==> config.mk <==
export PLATFORM = sky130hd
export DESIGN_NAME = telemetry_frame_and_hub_decoder_flat
export DESIGN_NICKNAME = d
export VERILOG_FILES = /design/src/hdl/fthd_pkg.sv /design/src/hdl/fthd_ifs.sv /design/src/hdl/fthd_ram.sv /design/src/hdl/fthd_queue.sv /design/src/hdl/fthd_front.sv /design/src/hdl/fthd_back.sv /design/src/hdl/telemetry_frame_and_hub_decoder.sv /design/src/flat_wrapper.sv
export SDC_FILE = /design/constraint.sdc
export NUM_CORES = 1
export LEC_CHECK = 0
export CORE_UTILIZATION = 41
export CTS_CLUSTER_SIZE = 24
export DETAILED_ROUTE_END_ITERATION = 7
export DONT_BUFFER_PORTS = 1
export HOLD_SLACK_MARGIN = 0.08
export SYNTH_ARGS = -nofsm -noshare
export SYNTH_HDL_FRONTEND = slang
export SYNTH_SLANG_ARGS = --single-unit
export TNS_END_PERCENT = 50
==> constraint.sdc <==
create_clock -name clk -period 5.7 [get_ports clk]
set_clock_uncertainty 0.15 [all_clocks]
set_input_delay 1.14 -clock clk [delete_from_list [all_inputs] [get_ports clk]]
set_output_delay 1.14 -clock clk [all_outputs]
set_load 0.02 [all_outputs]
==> src/hdl/fthd_pkg.sv <==
// Shared types and constants for the telemetry frame and hub decoder.
// No dependencies; the files that use it refer to this package by scoped names.
package fthd_pkg;

  // Link framing
  localparam logic [7:0] FLAG_BYTE     = 8'h7E;
  localparam logic [7:0] ESC_BYTE      = 8'h7D;
  localparam logic [7:0] ESC_XOR       = 8'h20;
  localparam logic [7:0] USER_FRAME_ID = 8'hFD;

  // Payload walk: length byte saturates, payload starts at byte 3
  localparam int unsigned PAYLOAD_START = 3;
  localparam logic [7:0]  MAX_PAYLOAD   = 8'd6;

  // Hub protocol
  localparam logic [7:0] HUB_START  = 8'h5E;
  localparam logic [7:0] HUB_ESC    = 8'h5D;
  localparam logic [7:0] HUB_XOR    = 8'h60;
  localparam logic [7:0] HUB_ID_MAX = 8'h3F;

  localparam logic [5:0] ID_ALTITUDE  = 6'h01;
  localparam logic [5:0] ID_LON_WHOLE = 6'h12;
  localparam logic [5:0] ID_LON_FRAC  = 6'h1A;
  localparam logic [5:0] ID_LAT_WHOLE = 6'h13;
  localparam logic [5:0] ID_LAT_FRAC  = 6'h1B;
  localparam logic [5:0] ID_EW_LETTER = 6'h22;
  localparam logic [5:0] ID_NS_LETTER = 6'h23;
  localparam logic [5:0] ID_TEMP2     = 6'h05;

  localparam logic [7:0] CHAR_N = 8'h4E;
  localparam logic [7:0] CHAR_S = 8'h53;
  localparam logic [7:0] CHAR_E = 8'h45;
  localparam logic [7:0] CHAR_W = 8'h57;

  // Queue between front and back (power of two)
  localparam int unsigned QUEUE_DEPTH = 4;

  typedef enum logic [2:0] {
    FS_IDLE,
    FS_START,
    FS_IN,
    FS_ESC,
    FS_READ,
    FS_PUSH,
    FS_CLOSE
  } front_state_t;

  typedef enum logic [1:0] {
    HB_IDLE,
    HB_ID,
    HB_LOW,
    HB_HIGH
  } hub_state_t;

  // One queue entry: either a payload byte for the hub parser or a snapshot request
  typedef struct packed {
    logic       is_snap;
    logic       closed;
    logic [7:0] data;
  } q_entry_t;

  typedef struct packed {
    logic [7:0] quot;
    logic [3:0] rem;
  } div10_t;

  // Divide a byte by ten: reciprocal multiply, exact for every 8-bit value
  function automatic div10_t div10(input logic [7:0] b);
    logic [15:0] prod;
    logic [4:0]  q;
    logic [7:0]  back;
    div10_t      res;
    prod     = {8'd0, b} * 16'd205;
    q        = prod[15:11];
    back     = {3'd0, q} * 8'd10;
    res.quot = {3'd0, q};
    res.rem  = 4'(b - back);
    return res;
  endfunction

endpackage

==> src/hdl/fthd_ifs.sv <==
// Channel interfaces of the telemetry frame and hub decoder: link bytes in,
// snapshots out, configuration writes. No dependencies.
interface fthd_byte_if;
  logic       valid;
  logic       ready;
  logic [7:0] raw_byte;
  modport source (output valid, output raw_byte, input ready);
  modport sink   (input valid, input raw_byte, output ready);
endinterface

interface fthd_snap_if;
  logic               valid;
  logic               ready;
  logic signed [15:0] cur_altitude;
  logic [15:0]        cur_lat_whole;
  logic [15:0]        cur_lat_frac;
  logic [15:0]        cur_lon_whole;
  logic [15:0]        cur_lon_frac;
  logic [7:0]         cur_ns_letter;
  logic [7:0]         cur_ew_letter;
  logic [7:0]         cur_sats;
  logic [3:0]         cur_fix;
  logic               alt_valid;
  logic               fix_valid;
  logic               frame_closed;
  modport source (output valid, output cur_altitude, output cur_lat_whole,
                  output cur_lat_frac, output cur_lon_whole, output cur_lon_frac,
                  output cur_ns_letter, output cur_ew_letter, output cur_sats,
                  output cur_fix, output alt_valid, output fix_valid,
                  output frame_closed, input ready);
  modport sink   (input valid, input cur_altitude, input cur_lat_whole,
                  input cur_lat_frac, input cur_lon_whole, input cur_lon_frac,
                  input cur_ns_letter, input cur_ew_letter, input cur_sats,
                  input cur_fix, input alt_valid, input fix_valid,
                  input frame_closed, output ready);
endinterface

interface fthd_cfg_if;
  logic valid;
  logic ready;
  logic split_sat_byte;
  modport source (output valid, output split_sat_byte, input ready);
  modport sink   (input valid, input split_sat_byte, output ready);
endinterface

==> src/hdl/fthd_ram.sv <==
// Generic single-write, single-read RAM with registered read data.
// No dependencies.
module fthd_ram #(
  parameter int unsigned WIDTH = 8,
  parameter int unsigned DEPTH = 16
) (
  input  logic                     clk,
  input  logic                     we,
  input  logic [$clog2(DEPTH)-1:0] waddr,
  input  logic [WIDTH-1:0]         wdata,
  input  logic                     re,
  input  logic [$clog2(DEPTH)-1:0] raddr,
  output logic [WIDTH-1:0]         rdata
);

  logic [WIDTH-1:0] mem [DEPTH];

  always_ff @(posedge clk) begin
    if (we) begin
      mem[waddr] <= wdata;
    end
    if (re) begin
      rdata <= mem[raddr];
    end
  end

endmodule

==> src/hdl/fthd_queue.sv <==
// Short FIFO of q_entry_t between the frame front end and the hub back end.
// Depends on fthd_pkg.
module fthd_queue (
  input  logic              clk,
  input  logic              rst,
  input  logic              push,
  input  fthd_pkg::q_entry_t push_data,
  output logic              full,
  input  logic              pop,
  output fthd_pkg::q_entry_t pop_data,
  output logic              empty
);

  localparam int unsigned PW = $clog2(fthd_pkg::QUEUE_DEPTH);

  fthd_pkg::q_entry_t slots [fthd_pkg::QUEUE_DEPTH];
  logic [PW-1:0]      wr_ptr;
  logic [PW-1:0]      rd_ptr;
  logic [PW:0]        fill;

  assign full     = (fill == (PW+1)'(fthd_pkg::QUEUE_DEPTH));
  assign empty    = (fill == '0);
  assign pop_data = slots[rd_ptr];

  always_ff @(posedge clk) begin
    if (push) begin
      slots[wr_ptr] <= push_data;
    end
  end

  always_ff @(posedge clk) begin
    if (rst) begin
      wr_ptr <= '0;
      rd_ptr <= '0;
      fill   <= '0;
    end else begin
      if (push) begin
        wr_ptr <= wr_ptr + 1'b1;
      end
      if (pop) begin
        rd_ptr <= rd_ptr + 1'b1;
      end
      case ({push, pop})
        2'b10:   fill <= fill + 1'b1;
        2'b01:   fill <= fill - 1'b1;
        default: fill <= fill;
      endcase
    end
  end

  assert property (@(posedge clk) disable iff (rst) pop |-> !empty)
    else $error("queue popped while empty");

endmodule

==> src/hdl/fthd_front.sv <==
// Frame front end: deframes and unstuffs link bytes into the frame store, queues a
// snapshot request per link byte and, on a user-data frame close, walks its payload
// into the queue. Depends on fthd_pkg, fthd_ifs and fthd_ram.
module fthd_front #(
  parameter int unsigned FRAME_DEPTH = 16
) (
  input  logic               clk,
  input  logic               rst,
  fthd_byte_if.sink          link,
  output logic               q_push,
  output fthd_pkg::q_entry_t q_data,
  input  logic               q_full
);

  localparam int unsigned CW = $clog2(FRAME_DEPTH + 1);
  localparam int unsigned IW = $clog2(FRAME_DEPTH);

  fthd_pkg::front_state_t state;
  fthd_pkg::front_state_t state_next;

  logic [CW-1:0] count;
  logic [7:0]    first_byte;
  logic [7:0]    len_byte;
  logic [IW-1:0] walk_idx;
  logic [CW-1:0] walk_end;

  logic          fire;
  logic          in_frame_phase;
  logic          is_flag;
  logic          is_esc;
  logic          store_en;
  logic [7:0]    store_val;
  logic          walk_need;
  logic [CW-1:0] end_calc;
  logic [7:0]    len_sat;
  logic          walk_last;
  logic [7:0]    rd_byte;

  assign in_frame_phase = (state == fthd_pkg::FS_IDLE) || (state == fthd_pkg::FS_START) ||
                          (state == fthd_pkg::FS_IN) || (state == fthd_pkg::FS_ESC);
  assign link.ready     = in_frame_phase && !q_full;
  assign fire           = link.valid && link.ready;
  assign is_flag        = (link.raw_byte == fthd_pkg::FLAG_BYTE);
  assign is_esc         = (link.raw_byte == fthd_pkg::ESC_BYTE);

  // Payload end: saturated length past the header, clipped to bytes held
  always_comb begin
    len_sat  = (len_byte > fthd_pkg::MAX_PAYLOAD) ? fthd_pkg::MAX_PAYLOAD : len_byte;
    end_calc = CW'(fthd_pkg::PAYLOAD_START) + CW'(len_sat);
    if (end_calc > count) begin
      end_calc = count;
    end
    walk_need = (count >= CW'(2)) && (first_byte == fthd_pkg::USER_FRAME_ID) &&
                (end_calc > CW'(fthd_pkg::PAYLOAD_START));
  end

  assign walk_last = ((CW'(walk_idx) + CW'(1)) == walk_end);

  // Next state
  always_comb begin
    state_next = state;
    case (state)
      fthd_pkg::FS_IDLE: begin
        if (fire && is_flag) begin
          state_next = fthd_pkg::FS_START;
        end
      end
      fthd_pkg::FS_START, fthd_pkg::FS_IN: begin
        if (fire) begin
          if (is_flag) begin
            if (state == fthd_pkg::FS_IN) begin
              state_next = walk_need ? fthd_pkg::FS_READ : fthd_pkg::FS_IDLE;
            end
          end else if (is_esc) begin
            state_next = fthd_pkg::FS_ESC;
          end else begin
            state_next = fthd_pkg::FS_IN;
          end
        end
      end
      fthd_pkg::FS_ESC: begin
        if (fire) begin
          state_next = fthd_pkg::FS_IN;
        end
      end
      fthd_pkg::FS_READ: begin
        state_next = fthd_pkg::FS_PUSH;
      end
      fthd_pkg::FS_PUSH: begin
        if (!q_full) begin
          state_next = walk_last ? fthd_pkg::FS_CLOSE : fthd_pkg::FS_READ;
        end
      end
      fthd_pkg::FS_CLOSE: begin
        if (!q_full) begin
          state_next = fthd_pkg::FS_IDLE;
        end
      end
      default: state_next = fthd_pkg::FS_IDLE;
    endcase
  end

  // Outputs
  always_comb begin
    q_push       = 1'b0;
    q_data       = '0;
    store_en     = 1'b0;
    store_val    = link.raw_byte;
    case (state)
      fthd_pkg::FS_IDLE: begin
        q_push         = fire;
        q_data.is_snap = 1'b1;
      end
      fthd_pkg::FS_START, fthd_pkg::FS_IN: begin
        q_data.is_snap = 1'b1;
        if (is_flag && state == fthd_pkg::FS_IN) begin
          // closing byte: its snapshot waits until the walk is done
          q_push        = fire && !walk_need;
          q_data.closed = 1'b1;
        end else begin
          q_push   = fire;
          store_en = fire && !is_flag && !is_esc;
        end
      end
      fthd_pkg::FS_ESC: begin
        q_push         = fire;
        q_data.is_snap = 1'b1;
        store_en       = fire;
        store_val      = link.raw_byte ^ fthd_pkg::ESC_XOR;
      end
      fthd_pkg::FS_PUSH: begin
        q_push      = !q_full;
        q_data.data = rd_byte;
      end
      fthd_pkg::FS_CLOSE: begin
        q_push         = !q_full;
        q_data.is_snap = 1'b1;
        q_data.closed  = 1'b1;
      end
      default: q_push = 1'b0;
    endcase
  end

  fthd_ram #(
    .WIDTH (8),
    .DEPTH (FRAME_DEPTH)
  ) u_store (
    .clk   (clk),
    .we    (store_en && (count < CW'(FRAME_DEPTH))),
    .waddr (count[IW-1:0]),
    .wdata (store_val),
    .re    (state == fthd_pkg::FS_READ),
    .raddr (walk_idx),
    .rdata (rd_byte)
  );

  always_ff @(posedge clk) begin
    if (store_en && count == CW'(0)) begin
      first_byte <= store_val;
    end
    if (store_en && count == CW'(1)) begin
      len_byte <= store_val;
    end
  end

  always_ff @(posedge clk) begin
    if (rst) begin
      state    <= fthd_pkg::FS_IDLE;
      count    <= '0;
      walk_idx <= '0;
      walk_end <= '0;
    end else begin
      state <= state_next;
      if (state == fthd_pkg::FS_IDLE && fire && is_flag) begin
        count <= '0;
      end else if (store_en && count < CW'(FRAME_DEPTH)) begin
        count <= count + 1'b1;
      end
      if (state_next == fthd_pkg::FS_READ && state == fthd_pkg::FS_IN) begin
        walk_idx <= IW'(fthd_pkg::PAYLOAD_START);
        walk_end <= end_calc;
      end else if (state == fthd_pkg::FS_PUSH && !q_full) begin
        walk_idx <= walk_idx + 1'b1;
      end
    end
  end

  assert property (@(posedge clk) disable iff (rst) q_push |-> !q_full)
    else $error("queue push while full");

  assert property (@(posedge clk) disable iff (rst)
                   state == fthd_pkg::FS_PUSH |-> CW'(walk_idx) < walk_end)
    else $error("payload walk ran past its end");

  assert property (@(posedge clk) disable iff (rst)
                   fire && state == fthd_pkg::FS_IN && is_flag
                   |=> state == fthd_pkg::FS_READ || state == fthd_pkg::FS_IDLE)
    else $error("frame close left the front end in a wrong state");

endmodule

==> src/hdl/fthd_back.sv <==
// Hub back end: drains the queue, runs payload bytes through the hub parser,
// keeps the decoded values and registers one snapshot per link byte.
// Depends on fthd_pkg and fthd_ifs.
module fthd_back (
  input  logic               clk,
  input  logic               rst,
  input  logic               split_sat_byte,
  input  fthd_pkg::q_entry_t q_data,
  input  logic               q_empty,
  output logic               q_pop,
  fthd_snap_if.source        snap
);

  fthd_pkg::hub_state_t hub_phase;
  fthd_pkg::hub_state_t hub_phase_next;

  logic        hub_escape;
  logic        hub_escape_next;
  logic [5:0]  hub_id;
  logic [5:0]  hub_id_next;
  logic [7:0]  hub_low;
  logic [7:0]  hub_low_next;
  logic        apply;

  logic [15:0] altitude;
  logic [15:0] lat_whole;
  logic [15:0] lat_frac;
  logic [15:0] lon_whole;
  logic [15:0] lon_frac;
  logic [7:0]  ns_letter;
  logic [7:0]  ew_letter;
  logic [7:0]  sat_count;
  logic [3:0]  fix_digit;
  logic        alt_seen;
  logic        fix_seen;
  logic [7:0]  ns_letter_next;
  logic [7:0]  ew_letter_next;

  logic        hub_en;
  logic        snap_take;
  logic        is_start;
  logic        hub_go;
  logic [7:0]  cval;
  logic [15:0] word;
  logic        letters_ok;
  fthd_pkg::div10_t sat_split;

  assign q_pop     = !q_empty && (!q_data.is_snap || !snap.valid || snap.ready);
  assign hub_en    = q_pop && !q_data.is_snap;
  assign snap_take = q_pop && q_data.is_snap;

  assign is_start = (q_data.data == fthd_pkg::HUB_START);
  assign cval     = hub_escape ? (q_data.data ^ fthd_pkg::HUB_XOR) : q_data.data;
  // an unescaped stuffing byte only arms the escape
  assign hub_go   = (hub_phase != fthd_pkg::HB_IDLE) && !is_start &&
                    (hub_escape || q_data.data != fthd_pkg::HUB_ESC);
  assign word     = {cval, hub_low};
  assign sat_split = fthd_pkg::div10(hub_low);

  // Next hub phase
  always_comb begin
    hub_phase_next = hub_phase;
    if (hub_en) begin
      if (is_start) begin
        hub_phase_next = fthd_pkg::HB_ID;
      end else if (hub_go) begin
        case (hub_phase)
          fthd_pkg::HB_ID: begin
            hub_phase_next = (cval > fthd_pkg::HUB_ID_MAX) ? fthd_pkg::HB_IDLE
                                                            : fthd_pkg::HB_LOW;
          end
          fthd_pkg::HB_LOW:  hub_phase_next = fthd_pkg::HB_HIGH;
          fthd_pkg::HB_HIGH: hub_phase_next = fthd_pkg::HB_IDLE;
          default:           hub_phase_next = fthd_pkg::HB_IDLE;
        endcase
      end
    end
  end

  // Parser outputs
  always_comb begin
    hub_escape_next = hub_escape;
    hub_id_next     = hub_id;
    hub_low_next    = hub_low;
    apply           = 1'b0;
    if (hub_en) begin
      if (is_start) begin
        hub_escape_next = 1'b0;
      end else if (hub_phase != fthd_pkg::HB_IDLE) begin
        hub_escape_next = !hub_escape && (q_data.data == fthd_pkg::HUB_ESC);
        if (hub_go) begin
          case (hub_phase)
            fthd_pkg::HB_ID: begin
              if (cval <= fthd_pkg::HUB_ID_MAX) begin
                hub_id_next = cval[5:0];
              end
            end
            fthd_pkg::HB_LOW:  hub_low_next = cval;
            fthd_pkg::HB_HIGH: apply = 1'b1;
            default:           apply = 1'b0;
          endcase
        end
      end
    end
  end

  always_comb begin
    ns_letter_next = ns_letter;
    ew_letter_next = ew_letter;
    if (apply && hub_id == fthd_pkg::ID_NS_LETTER) begin
      ns_letter_next = hub_low;
    end
    if (apply && hub_id == fthd_pkg::ID_EW_LETTER) begin
      ew_letter_next = hub_low;
    end
    letters_ok = (ns_letter_next == fthd_pkg::CHAR_N || ns_letter_next == fthd_pkg::CHAR_S) &&
                 (ew_letter_next == fthd_pkg::CHAR_E || ew_letter_next == fthd_pkg::CHAR_W);
  end

  always_ff @(posedge clk) begin
    if (rst) begin
      hub_phase  <= fthd_pkg::HB_IDLE;
      hub_escape <= 1'b0;
      hub_id     <= '0;
      hub_low    <= '0;
      altitude   <= '0;
      lat_whole  <= '0;
      lat_frac   <= '0;
      lon_whole  <= '0;
      lon_frac   <= '0;
      ns_letter  <= '0;
      ew_letter  <= '0;
      sat_count  <= '0;
      fix_digit  <= '0;
      alt_seen   <= 1'b0;
      fix_seen   <= 1'b0;
    end else begin
      hub_phase  <= hub_phase_next;
      hub_escape <= hub_escape_next;
      hub_id     <= hub_id_next;
      hub_low    <= hub_low_next;
      ns_letter  <= ns_letter_next;
      ew_letter  <= ew_letter_next;
      if (apply) begin
        case (hub_id)
          fthd_pkg::ID_ALTITUDE: begin
            altitude <= word;
            alt_seen <= 1'b1;
          end
          fthd_pkg::ID_LON_WHOLE: lon_whole <= word;
          fthd_pkg::ID_LON_FRAC:  lon_frac  <= word;
          fthd_pkg::ID_LAT_WHOLE: lat_whole <= word;
          fthd_pkg::ID_LAT_FRAC:  lat_frac  <= word;
          fthd_pkg::ID_TEMP2: begin
            if (split_sat_byte) begin
              sat_count <= sat_split.quot;
              fix_digit <= sat_split.rem;
            end else begin
              sat_count <= hub_low;
              fix_digit <= '0;
            end
          end
          default: ;
        endcase
        if (letters_ok) begin
          fix_seen <= 1'b1;
        end
      end
    end
  end

  // Snapshot output register
  always_ff @(posedge clk) begin
    if (snap_take) begin
      snap.cur_altitude  <= altitude;
      snap.cur_lat_whole <= lat_whole;
      snap.cur_lat_frac  <= lat_frac;
      snap.cur_lon_whole <= lon_whole;
      snap.cur_lon_frac  <= lon_frac;
      snap.cur_ns_letter <= ns_letter;
      snap.cur_ew_letter <= ew_letter;
      snap.cur_sats      <= sat_count;
      snap.cur_fix       <= split_sat_byte ? fix_digit : 4'd0;
      snap.alt_valid     <= alt_seen;
      snap.fix_valid     <= fix_seen;
      snap.frame_closed  <= q_data.closed;
    end
  end

  always_ff @(posedge clk) begin
    if (rst) begin
      snap.valid <= 1'b0;
    end else if (snap_take) begin
      snap.valid <= 1'b1;
    end else if (snap.ready) begin
      snap.valid <= 1'b0;
    end
  end

  assert property (@(posedge clk) disable iff (rst) !(hub_en && snap_take))
    else $error("one queue entry treated as both hub byte and snapshot");

  assert property (@(posedge clk) disable iff (rst)
                   hub_en && is_start |=> hub_phase == fthd_pkg::HB_ID && !hub_escape)
    else $error("hub start byte did not restart the parser");

endmodule

==> src/hdl/telemetry_frame_and_hub_decoder.sv <==
// Top level of the telemetry frame and hub decoder.
// Depends on fthd_pkg, fthd_ifs, fthd_ram, fthd_queue, fthd_front and fthd_back.
//
// Usage:
//   link  - one serial link byte per item (raw_byte).
//   snap  - one snapshot item per link byte, in order: decoded altitude,
//           position words, hemisphere letters, satellites/fix, sticky flags
//           and frame_closed for the byte that ended a frame.
//   cfg   - single-register write port (split_sat_byte); always ready, write
//           only while the block is idle.
// Flow: an ordinary byte is written into the queue, then taken into the snapshot
// output register. A byte that closes a user-data frame holds link while each
// payload byte (up to six) is read from the frame store, then queued; its own
// snapshot request is queued after the last one.
// A four-entry queue parts the frame front end from the hub back end; when
// snap stalls, the queue fills and link ready drops, with nothing lost.
// Reset (rst, synchronous) clears all decoded values, flags and the
// register; the frame store needs no clearing.
module telemetry_frame_and_hub_decoder #(
  parameter int unsigned FRAME_DEPTH = 16
) (
  input  logic        clk,
  input  logic        rst,
  fthd_byte_if.sink   link,
  fthd_snap_if.source snap,
  fthd_cfg_if.sink    cfg
);

  logic               split_sat_byte;
  logic               q_push;
  logic               q_full;
  logic               q_pop;
  logic               q_empty;
  fthd_pkg::q_entry_t q_in;
  fthd_pkg::q_entry_t q_out;

  assign cfg.ready = 1'b1;

  always_ff @(posedge clk) begin
    if (rst) begin
      split_sat_byte <= 1'b0;
    end else if (cfg.valid && cfg.ready) begin
      split_sat_byte <= cfg.split_sat_byte;
    end
  end

  fthd_front #(
    .FRAME_DEPTH (FRAME_DEPTH)
  ) u_front (
    .clk    (clk),
    .rst    (rst),
    .link   (link),
    .q_push (q_push),
    .q_data (q_in),
    .q_full (q_full)
  );

  fthd_queue u_queue (
    .clk       (clk),
    .rst       (rst),
    .push      (q_push),
    .push_data (q_in),
    .full      (q_full),
    .pop       (q_pop),
    .pop_data  (q_out),
    .empty     (q_empty)
  );

  fthd_back u_back (
    .clk            (clk),
    .rst            (rst),
    .split_sat_byte (split_sat_byte),
    .q_data         (q_out),
    .q_empty        (q_empty),
    .q_pop          (q_pop),
    .snap           (snap)
  );

endmodule

==> src/flat_wrapper.sv <==
// flat-port wrapper written by rule: the top's interface ports become plain ports
module telemetry_frame_and_hub_decoder_flat 
#(
  parameter int unsigned FRAME_DEPTH = 16
)
  (clk, rst, link_valid, link_raw_byte, link_ready, snap_valid, snap_cur_altitude, snap_cur_lat_whole, snap_cur_lat_frac, snap_cur_lon_whole, snap_cur_lon_frac, snap_cur_ns_letter, snap_cur_ew_letter, snap_cur_sats, snap_cur_fix, snap_alt_valid, snap_fix_valid, snap_frame_closed, snap_ready, cfg_valid, cfg_split_sat_byte, cfg_ready);
  fthd_byte_if link_i ();
  fthd_snap_if snap_i ();
  fthd_cfg_if cfg_i ();
  input  logic clk;
  input  logic rst;
  input wire logic [$bits(link_i.valid)-1:0] link_valid;
  input wire logic [$bits(link_i.raw_byte)-1:0] link_raw_byte;
  output wire logic [$bits(link_i.ready)-1:0] link_ready;
  output wire logic [$bits(snap_i.valid)-1:0] snap_valid;
  output wire logic [$bits(snap_i.cur_altitude)-1:0] snap_cur_altitude;
  output wire logic [$bits(snap_i.cur_lat_whole)-1:0] snap_cur_lat_whole;
  output wire logic [$bits(snap_i.cur_lat_frac)-1:0] snap_cur_lat_frac;
  output wire logic [$bits(snap_i.cur_lon_whole)-1:0] snap_cur_lon_whole;
  output wire logic [$bits(snap_i.cur_lon_frac)-1:0] snap_cur_lon_frac;
  output wire logic [$bits(snap_i.cur_ns_letter)-1:0] snap_cur_ns_letter;
  output wire logic [$bits(snap_i.cur_ew_letter)-1:0] snap_cur_ew_letter;
  output wire logic [$bits(snap_i.cur_sats)-1:0] snap_cur_sats;
  output wire logic [$bits(snap_i.cur_fix)-1:0] snap_cur_fix;
  output wire logic [$bits(snap_i.alt_valid)-1:0] snap_alt_valid;
  output wire logic [$bits(snap_i.fix_valid)-1:0] snap_fix_valid;
  output wire logic [$bits(snap_i.frame_closed)-1:0] snap_frame_closed;
  input wire logic [$bits(snap_i.ready)-1:0] snap_ready;
  input wire logic [$bits(cfg_i.valid)-1:0] cfg_valid;
  input wire logic [$bits(cfg_i.split_sat_byte)-1:0] cfg_split_sat_byte;
  output wire logic [$bits(cfg_i.ready)-1:0] cfg_ready;
  assign link_i.valid = link_valid;
  assign link_i.raw_byte = link_raw_byte;
  assign link_ready = link_i.ready;
  assign snap_valid = snap_i.valid;
  assign snap_cur_altitude = snap_i.cur_altitude;
  assign snap_cur_lat_whole = snap_i.cur_lat_whole;
  assign snap_cur_lat_frac = snap_i.cur_lat_frac;
  assign snap_cur_lon_whole = snap_i.cur_lon_whole;
  assign snap_cur_lon_frac = snap_i.cur_lon_frac;
  assign snap_cur_ns_letter = snap_i.cur_ns_letter;
  assign snap_cur_ew_letter = snap_i.cur_ew_letter;
  assign snap_cur_sats = snap_i.cur_sats;
  assign snap_cur_fix = snap_i.cur_fix;
  assign snap_alt_valid = snap_i.alt_valid;
  assign snap_fix_valid = snap_i.fix_valid;
  assign snap_frame_closed = snap_i.frame_closed;
  assign snap_i.ready = snap_ready;
  assign cfg_i.valid = cfg_valid;
  assign cfg_i.split_sat_byte = cfg_split_sat_byte;
  assign cfg_ready = cfg_i.ready;
  telemetry_frame_and_hub_decoder #(.FRAME_DEPTH(FRAME_DEPTH)) u_core (.clk(clk), .rst(rst), .link(link_i), .snap(snap_i), .cfg(cfg_i));
endmodule
# After elaboration in Yosys (flattened, before gate mapping)
# Memory sizes are Yosys's and may differ from the RTL's. A register that Yosys moved wholly into a read port is not among the register bits.
# Cells that the tools add are included.
dict set report classes {
  add_sub_neg 9
  mul 2
  div 0
  magnitude_cmp 7
  eq_ne 33
  shift 0
  n_mux 49
  bitwise 3
  reduce_logical 68
}
# cell n
set ops {}
lappend ops {{$eq 8x7->1 const B} 8}
lappend ops {{$mux 8} 4}
lappend ops {{$logic_and 1x1->1} 25}
lappend ops {{$eq 6x5->1 const B} 4}
lappend ops {{$mux 3} 8}
lappend ops {{$mux 1} 18}
lappend ops {{$pmux 3 s6} 1}
lappend ops {{$reduce_and 2->1} 9}
lappend ops {{$mul 8x8->16 const B} 1}
lappend ops {{$mux 2} 8}
lappend ops {{$eq 3x3->1 const B} 5}
lappend ops {{$eq 6x6->1 const B} 2}
lappend ops {{$reduce_bool 2->1} 6}
lappend ops {{$mux 5} 2}
lappend ops {{$reduce_or 2->1} 5}
lappend ops {{$logic_not 1->1} 9}
lappend ops {{$eq 8x8->1 const B} 1}
lappend ops {{$gt 8x3->1 const B} 1}
lappend ops {{$gt 8x6->1 const B} 1}
lappend ops {{$le 8x6->1 const B} 1}
lappend ops {{$logic_or 1x1->1} 8}
lappend ops {{$ne 8x7->1 const B} 1}
lappend ops {{$mux 7} 1}
lappend ops {{$eq 2x2->1 const B} 3}
lappend ops {{33 further kinds} 39}
dict set report word_totals {
  register_bits 280
  latch_bits 0
  mem_bits_rw 168
  rom_bits 0
  inputBits 14
  out_inout_bits 114
  elab_cells 212
  mem_count 2
}
# memory depth word_bits rd rd_clocked_by_memory_dff write_ports line_no
set mem_list {}
lappend mem_list {u_core.u_front.u_store.mem 16 8 1 1 1 fthd_ram.sv:16} ;# logic [WIDTH-1:0] mem [DEPTH];
lappend mem_list {u_core.u_queue.slots 4 10 1 1 1 fthd_queue.sv:16} ;# fthd_pkg::q_entry_t slots [fthd_pkg::QUEUE_DEPTH];

# Depth between registers and ports, before layout
# Gate-level depths: netlist of the first run.
dict set report logic_depth {
  depth_word 15
  depth_mapped 19
  depth_no_buf 19
}

# Modules after synthesis
# A second synthesis of the first run with hierarchy kept.
dict set report unflattened {
  hier_cells 1359
  hier_area_um2 18696.7
}
# mod instances cells_per_inst area_each_um2 seq_area_each_um2
set modules_own_cells {}
lappend modules_own_cells {fthd_back 1 814 9580.4 5895.7}
lappend modules_own_cells {fthd_ram 1 229 5227.5 4083.9}
lappend modules_own_cells {fthd_front 1 212 1966.9 820.8}
lappend modules_own_cells {fthd_queue 1 99 1876.8 1381.3}
lappend modules_own_cells {telemetry_frame_and_hub_decoder 1 5 45.0 20.0}

# Worst setup path after synthesis of the first run
# Ideal clock, no wire load.
dict set report synth_timing {
  path_kind {flip-flop to flip-flop}
  startpoint {reg u_core.u_back.hub_low[6]}
  endpoint {reg u_core.u_back.fix_digit[3]}
  setup_ps 71
  arrival_ps 4331
  required_time_ps 5479
  slack_ps 1148
  stages_incl_launch_ff 19
  path_buffers 0
  synth_period_minus_slack_ps 4552
  path_cell_list {dfxtp_1 > inv_1 > ha_1 > fa_1 > inv_1 > fa_1 > ha_1 > ha_1 > a21o_1 > a21oi_1 > o21ai_0 > xor2_1 > ha_1 > fa_1 > xor2_1 > xnor2_1 > xnor2_1 > nand3_1 > a21oi_1}
}
dict set report synth_between {
  elab_chain_len 4
}
# item line_no
set synth_rtl {}
lappend synth_rtl {{start, declared} fthd_back.sv:21} ;# logic [7:0] hub_low;
lappend synth_rtl {{start signal, assigned} fthd_back.sv:141} ;# hub_low <= hub_low_next;
lappend synth_rtl {{$mul 8x8->16} fthd_pkg.sv:73} ;# prod = {8'd0, b} * 16'd205;
lappend synth_rtl {{$mul 5x3->3} fthd_pkg.sv:75} ;# back = {3'd0, q} * 8'd10;
lappend synth_rtl {{$sub 4x4->4} fthd_pkg.sv:77} ;# res.rem = 4'(b - back);
lappend synth_rtl {{$mux 4} fthd_back.sv:155} ;# if (split_sat_byte) begin
lappend synth_rtl {{end signal, assigned} fthd_back.sv:157} ;# fix_digit <= sat_split.rem;
lappend synth_rtl {{end, declared} fthd_back.sv:33} ;# logic [3:0] fix_digit;
# No other way between the ends.
# A chain may end at the register's enable or synchronous reset.

# Final worst setup path of the first run
dict set report layout_timing {
  startpoint {reg u_core.u_back.hub_low[1]}
  endpoint {reg u_core.u_back.fix_digit[3]}
}
dict set report layout_between {
  elab_chain_len 4
}
# item line_no
set layout_rtl {}
lappend layout_rtl {{$mul 8x8->16} fthd_pkg.sv:73}
lappend layout_rtl {{$mul 5x3->3} fthd_pkg.sv:75}
lappend layout_rtl {{$sub 4x4->4 *} fthd_pkg.sv:77}
lappend layout_rtl {{$mux 4 *} fthd_back.sv:155}
# Every way passes the cells marked *; elsewhere a longest branch is shown, timed or not.

==> results of run 1 <==
==> cell families after synthesis <==
logic type / after synthesis
AO/OA/AOI/OAI: 132
multiplexers: 121
flip-flops: 458
buffers and inverters: 125
adder cells (fa/ha/maj): 77
AND/OR/NAND/NOR: 385
XOR/XNOR: 31
other: 2
==> cells in the mapped netlist (3+ instances only) <==
| cell | number |
|---|---|
| a211oi_1 | 13 |
| a21oi_1 | 80 |
| a31oi_1 | 4 |
| and2_1 | 9 |
| and3_1 | 10 |
| buf_1 | 6 |
| buf_2 | 5 |
| buf_6 | 4 |
| clkbuf_1 | 43 |
| dfxtp_1 | 155 |
| edfxtp_1 | 303 |
| fa_1 | 13 |
| ha_1 | 64 |
| inv_1 | 63 |
| mux2i_1 | 70 |
| mux4_1 | 4 |
| mux4_2 | 46 |
| nand2_1 | 140 |
| nand2b_1 | 5 |
| nand3_1 | 17 |
| nand3b_1 | 6 |
| nand4_1 | 6 |
| nor2_1 | 139 |
| nor2b_1 | 4 |
| nor3_1 | 14 |
| nor3b_1 | 3 |
| nor4_1 | 4 |
| nor4_2 | 3 |
| o21a_1 | 4 |
| o21ai_0 | 13 |
| or3_1 | 6 |
| or4_1 | 4 |
| xnor2_1 | 21 |
| xor2_1 | 10 |
==> power by group <==
part | internal (W) | switching [W]
Sequential | 0.00418 | 0.000760
Combinational | 0.000184 | 0.000490
Clock | 0.00183 | 0.00129
Total | 0.00620 | 0.00254
==> critical path: stages (launching register included) <==
cell      delay (ns)
dfxtp_1         0.65
ha_1            0.35
ha_1            0.28
inv_1           0.05
fa_1            0.51
fa_1            0.55
inv_1           0.04
ha_1            0.30
nand4_1         0.09
nor2_1          0.05
a211oi_1        0.33
o21ai_0         0.22
xor2_1          0.22
ha_1            0.23
fa_1            0.37
xor2_1          0.16
xnor2_1         0.18
xnor2_1         0.13
nand3_1         0.09
a21oi_1         0.18
==> cell type report <==
class	count	share of cell area (%)
Multi-Input combinational cell	748	27.9
Timing Repair Buffer	18	0.654
Sequential cell	458	59.1
Inverter	64	1.18
Clock buffer	60	6.04
Tap cell	592	3.59
Clock inverter	28	1.55
==> stage by stage <==
stage	area (µm²)	util [%]	worst slack, ns	power, W
2_1_floorplan	18500	-	1.15	0.00539
3_3_place_gp	19100	43.1	0.648	0.00569
3_5_place_dp	19100	43.1	0.557	0.00571
4_1_cts	20600	46.6	0.530	0.00883
5_1_grt	20600	46.6	0.156	0.00905
6_report	20600	46.6	0.483	0.00873
==> routing by layer <==
| layer | track usage (%) | vias up | share of wire, % |
|---|---|---|---|
| met5 | 0 | - | 0 |
| met2 | 26.6 | 282 | 47 |
| li1 | - | 4830 | - |
| met3 | 3.11 | 68 | 5.8 |
| met4 | 6.05 | 0 | 2.5 |
| met1 | 23.0 | 5152 | 45 |
==> final timing paths <==
| kind | to | slack (ns) | depth (start not counted) | startpoint |
|---|---|---|---|---|
| worst min register to register | u_core.u_back.snap.cur_sats[0] | 0.27 | 0 | u_core.u_back.sat_count[0] |
| worst min-delay path | u_core.u_back.snap.cur_sats[0] | 0.27 | 0 | u_core.u_back.sat_count[0] |
| worst max register to register | u_core.u_back.fix_digit[3] | 0.48 | 19 | u_core.u_back.hub_low[1] |
| worst max-delay path | u_core.u_back.fix_digit[3] | 0.48 | 19 | u_core.u_back.hub_low[1] |
==> impl_metrics.csv, run 1 <==
group,metric,value,unit
clock_network,cts_resized,0,
global_route,grt_max_degree,151,
yosys,synth_edf_count,303,
floorplanning,fp.dieW,214,µm
yosys,synth_cell_types,61,
clock_network,hold_buffers,0,
yosys,synth_area_leader_cell,"edfxtp_1",
sta,maxSlewHeadroom,25.9,%
yosys,syn-cell-area,18500,µm²
yosys,synth_fa_ha_area_share,5.75,%
yosys,synth_compound_area_share,4.19,%
critical_path,cp_max_fo,12,
floorplanning,die_h,214,µm
sta,slew_violations,0,
final_layout,ff_latch_area,12200,µm²
detailed_routing,drc,0,
place,io_buffers,0,
global_route,globalRouteTotalUtil,16.7,%
clock_network,clock_path_buffers,3,
floorplanning,core_area,44300,µm²
yosys,ys_top_cells_by_area,"edfxtp_1 49%, dfxtp_1 17%, mux4_2 5.6%, ha_1 4.3%, mux2i_1 3.8%",
status,status,"finished clean",
pwr,power.leakage,7.22,nW
global_route,first_global_vias,10200,
sta,setup_viol,0,
final_layout,drive_gt1_share,11.0,%
clock_network,clkLatencyLatePin,0.58,ns
yosys,synth.mux.area_fraction,10.0,%
place,place_congestion,0.838,
yosys,ys_warn_count,0,
detailed_routing,first_pass_iters,5,
clock_network,cts_num_sinks,458,
clock_network,clockRootBuffer,"clkbuf_16",
critical_path,critPathArrivalTime,5.58,ns
sta,fmax,0.192,GHz
final_layout,largest_register_ffs,128,
run,drv_cap,0,
yosys,synth_xor_area_share,1.47,%
sta,setup_tns,0,ns
sta,hold_viol,0,
floorplanning,io-pin-count,128,
sta,tightest_slew,1.11,ns
detailed_routing,vias,10300,
sta,hold_ws,0.272,ns
clock_network,cts_tree,"done",
sta,rsz0062_at_grt,"no",
pwr,vdd_drop_max,286,µV
detailed_routing,ant_nets,0,
final_layout,fin_cells,1968,
yosys,yosysSeqAreaShare,66.1,%
final_layout,area_growth,11.8,%
yosys,synthCells,1331,
sta,period_minus_slack,5.22,ns
final_layout,regMostFlops,"u_core.u_front.u_store.mem",
clock_network,clk_pin_slew_worst_paths,0.06,ns
critical_path,end_kind,"flip-flop",
detailed_routing,routedWlPerCell,19.5,µm
place,dp_cells,1880,
yosys,synth_simple_gate_area_share,9.55,%
sta,period_share,91.5,%
final_layout,layout_commonest_cell,"edfxtp_1",
yosys,ys_dominant_reg_cell,"edfxtp_1",
global_route,grt_pass1_wl,60100,µm
final_layout,final_nets,1429,
final_layout,multi_input_area,5760,µm²
hold_path,hp-class,"flip-flop to flip-flop",
detailed_routing,routed_wl,38300,µm
clock_network,post_cts_buffers,0,
global_route,globalRouteOverflowTotal,0,
final_layout,antenna_cells,0,
critical_path,critical_path_class,"flip-flop to flip-flop",
clock_network,htreeDepth,2,
place,dp_hpwl,24700,µm
yosys,synth_nets,1422,
final_layout,layout_common_cells,"303 x edfxtp_1, 154 x dfxtp_1, 140 x nand2_1, 139 x nor2_1, 80 x a21oi_1",
final_layout,reg_top3,"u_core.u_front.u_store.mem (128), u_core.u_queue.slots (40)",
critical_path,cp_data_required_time,6.06,ns
floorplanning,rows,77,
floorplanning,initial_utilization,41.7,%
detailed_routing,drt-initial-drc-count,812,
global_route,antenna_found_initial,0,
detailed_routing,avgViaCountPerCell,5.25,
final_layout,fill_cells,3873,
yosys,async_flop_share,0,%
yosys,synth-seq-cells,458,
clock_network,cts_buffers,48,
yosys,synth_top_family_by_area,"multiplexers",
yosys,synth_top_area_share,49.3,%
floorplanning,die-area,45900,µm²
critical_path,critical_path.startpoint_type,"flip-flop",
yosys,syn_avg_cell_area,13.9,µm²
pwr,powerDensity,423,nW/µm²
Power figures use the tool's default switching activity.
==> run 2, diff against run 1 <==
- CORE_UTILIZATION: 41 -> 40
==> run 2 against run 1 <==
Compared with the run above:
- sequential share of layout area down 0.17 points
- utilization down 1.1 points
- global-route usage down 0.45 points
- first-iteration DRC count down 11%
- highest routed layer unchanged
- sequential power about the same
- routed wire length down 1.0%
- die area up 2.5%
- register-to-register slack better by 0.04 ns
- critical path type unchanged
- critical path depth unchanged
- via count down 1.4%
- total power up 0.75%
- largest power group unchanged
- cell count up 0.36%
==> impl_metrics.csv, run 2 (synthesis gave the netlist of run 1 again) <==
group,metric,value,unit
status,status,"finished clean",
pwr,power.switching,0.00255,W
detailed_routing,routed_wl,37900,µm
place,dp_hpwl,24700,µm
pwr,p_int,0.00625,W
final_layout,final_nets,1427,
place,io_buffers,0,
sta,tightest_slew,1.36,ns
place,placed_area,19100,µm²
sta,period_minus_slack,5.18,ns
clock_network,htreeDepth,2,
floorplanning,rows,78,
final_layout,drive_gt1_share,11.3,%
clock_network,clock_path_buffers,3,
final_layout,reg_top3,"u_core.u_front.u_store.mem (128), u_core.u_queue.slots (40)",
floorplanning,die-area,47000,µm²
clock_network,cts_num_sinks,458,
clock_network,clkLatencyLatePin,0.58,ns
pwr,pwr-share-seq,56.2,%
pwr,power.leakage,7.26,nW
critical_path,cp_max_fo,12,
critical_path,worst_path_max_delay_cell,"dfxtp_1",
floorplanning,initial_utilization,40.6,%
hold_path,hp-class,"flip-flop to flip-flop",
floorplanning,fp.dieW,217,µm
clock_network,cts_buffers,47,
global_route,globalRouteTotalUtil,16.3,%
critical_path,crit_top_cell,"ha_1",
pwr,p_comb_share,7.7,%
sta,period_share,90.9,%
critical_path,end_kind,"flip-flop",
final_layout,design_area,20700,µm²
clock_network,hold_buffers,0,
floorplanning,die_h,217,µm
sta,hold_viol,0,
global_route,globalRouteOverflowTotal,0,
floorplanning,core_area,45500,µm²
global_route,first_global_vias,10100,
critical_path,worst-path-buf-inv,2,
run,drv_cap,0,
clock_network,post_cts_buffers,0,
final_layout,area_growth,12.2,%
sta,slew_violations,0,
critical_path,cp_data_required_time,6.05,ns
pwr,clockPowerShare,36.1,%
detailed_routing,drt-initial-drc-count,724,
critical_path,critical_path.startpoint_type,"flip-flop",
clock_network,cts_resized,0,
critical_path,crit_path_max_incr_delay,0.62,ns
critical_path,path_delay_family,"adder cells",
clock_network,clk_pin_slew_worst_paths,0.06,ns
pwr,powerDensity,425,nW/µm²
sta,setup_tns,0,ns
critical_path,crit_path_cell_trace,"ha_1 > ha_1 > inv_1 > fa_1 > fa_1 > inv_1 > ha_1 > nand4_1 > nor2_1 > a211oi_1 > o21ai_0 > xor2_1 > ha_1 > fa_1 > xor2_1 > xnor2_1 > xnor2_1 > nand3_1 > a21oi_1",
sta,maxSlewHeadroom,8.69,%
final_layout,regMostFlops,"u_core.u_front.u_store.mem",
final_layout,layout_commonest_cell,"edfxtp_1",
detailed_routing,first_pass_iters,5,
global_route,grt_pass1_wl,59000,µm
pwr,vdd_drop_max,285,µV
final_layout,layout_common_cells,"303 x edfxtp_1, 154 x dfxtp_1, 140 x nand2_1, 139 x nor2_1, 80 x a21oi_1",
sta,fmax,0.193,GHz
detailed_routing,drc,0,
final_layout,antenna_cells,0,
detailed_routing,ant_nets,0,
pwr,power_switching_share,29.0,%
clock_network,clockRootBuffer,"clkbuf_16",
global_route,antenna_found_initial,0,
detailed_routing,avgViaCountPerCell,5.16,
final_layout,largest_register_ffs,128,
detailed_routing,vias,10200,
sta,setup_viol,0,
global_route,grt_max_degree,151,
clock_network,cts_tree,"done",
critical_path,r2r_slack,0.52,ns
floorplanning,io-pin-count,128,
critical_path,critPathArrivalTime,5.53,ns
detailed_routing,routedWlPerCell,19.2,µm
critical_path,critical_path_class,"flip-flop to flip-flop",
sta,rsz0062_at_grt,"no",
place,place_congestion,0.813,
## run 2: final timing paths
path                                                  from                             endpoint  cells after the start
worst max-delay path              u_core.u_back.hub_low[1]           u_core.u_back.fix_digit[3]                     19
worst min-delay path            u_core.u_back.lat_whole[9]  u_core.u_back.snap.cur_lat_whole[9]                      0
worst max register to register    u_core.u_back.hub_low[1]           u_core.u_back.fix_digit[3]                     19
worst min register to register  u_core.u_back.lat_whole[9]  u_core.u_back.snap.cur_lat_whole[9]                      0
## run 2: power groups by stage
| stage | Combinational (W) | Sequential [W] | Clock [W] |
|---|---|---|---|
| after floorplan | 0.000488 | 0.00491 | 0 |
| final | 0.000674 | 0.00495 | 0.00318 |
| after global routing | 0.000746 | 0.00500 | 0.00338 |
| after detailed placement | 0.000690 | 0.00504 | 0 |
| after global placement | 0.000675 | 0.00502 | 0 |
| after CTS | 0.000692 | 0.00496 | 0.00326 |
## run 2: final cells by class
cell class	count	area, µm²
clock buffer	60	1290
clock inverter	28	334
fill	4069	24800
inverter	64	244
multi-input combinational	748	5760
sequential	458	12200
tap	600	751
timing repair buffer	17	128
## run 2: metal layers
layer	vias up	routed length (µm)	track usage, %
met2	242	17900	26.3
li1	4838	-	-
met3	69	1810	3.35
met4	0	869	5.00
met5	-	0	0
met1	5036	17400	22.1
## run 2: stage by stage
step / cells / hold WS (ns) / util (%) / total power [W] / worst slack [ns]
floorplan: 1331 / 0.258 / - / 0.00539 / 1.15
global placement: 1887 / 0.262 / 42.0 / 0.00570 / 0.577
detailed placement: 1887 / 0.266 / 42.0 / 0.00573 / 0.553
CTS: 1975 / 0.276 / 45.5 / 0.00892 / 0.517
global route: 1975 / 0.275 / 45.5 / 0.00913 / 0.213
finish: 1975 / 0.271 / 45.5 / 0.00880 / 0.521
## run 2: worst reg2reg max path: cells and delay by family (launching register included)
family / cells / cell delay (ns)
xor+xnor: 4 / 0.70
fa+ha+maj: 7 / 2.60
flops: 1 / 0.62
buf+inv: 2 / 0.10
simple gates: 3 / 0.23
compound gates: 3 / 0.73
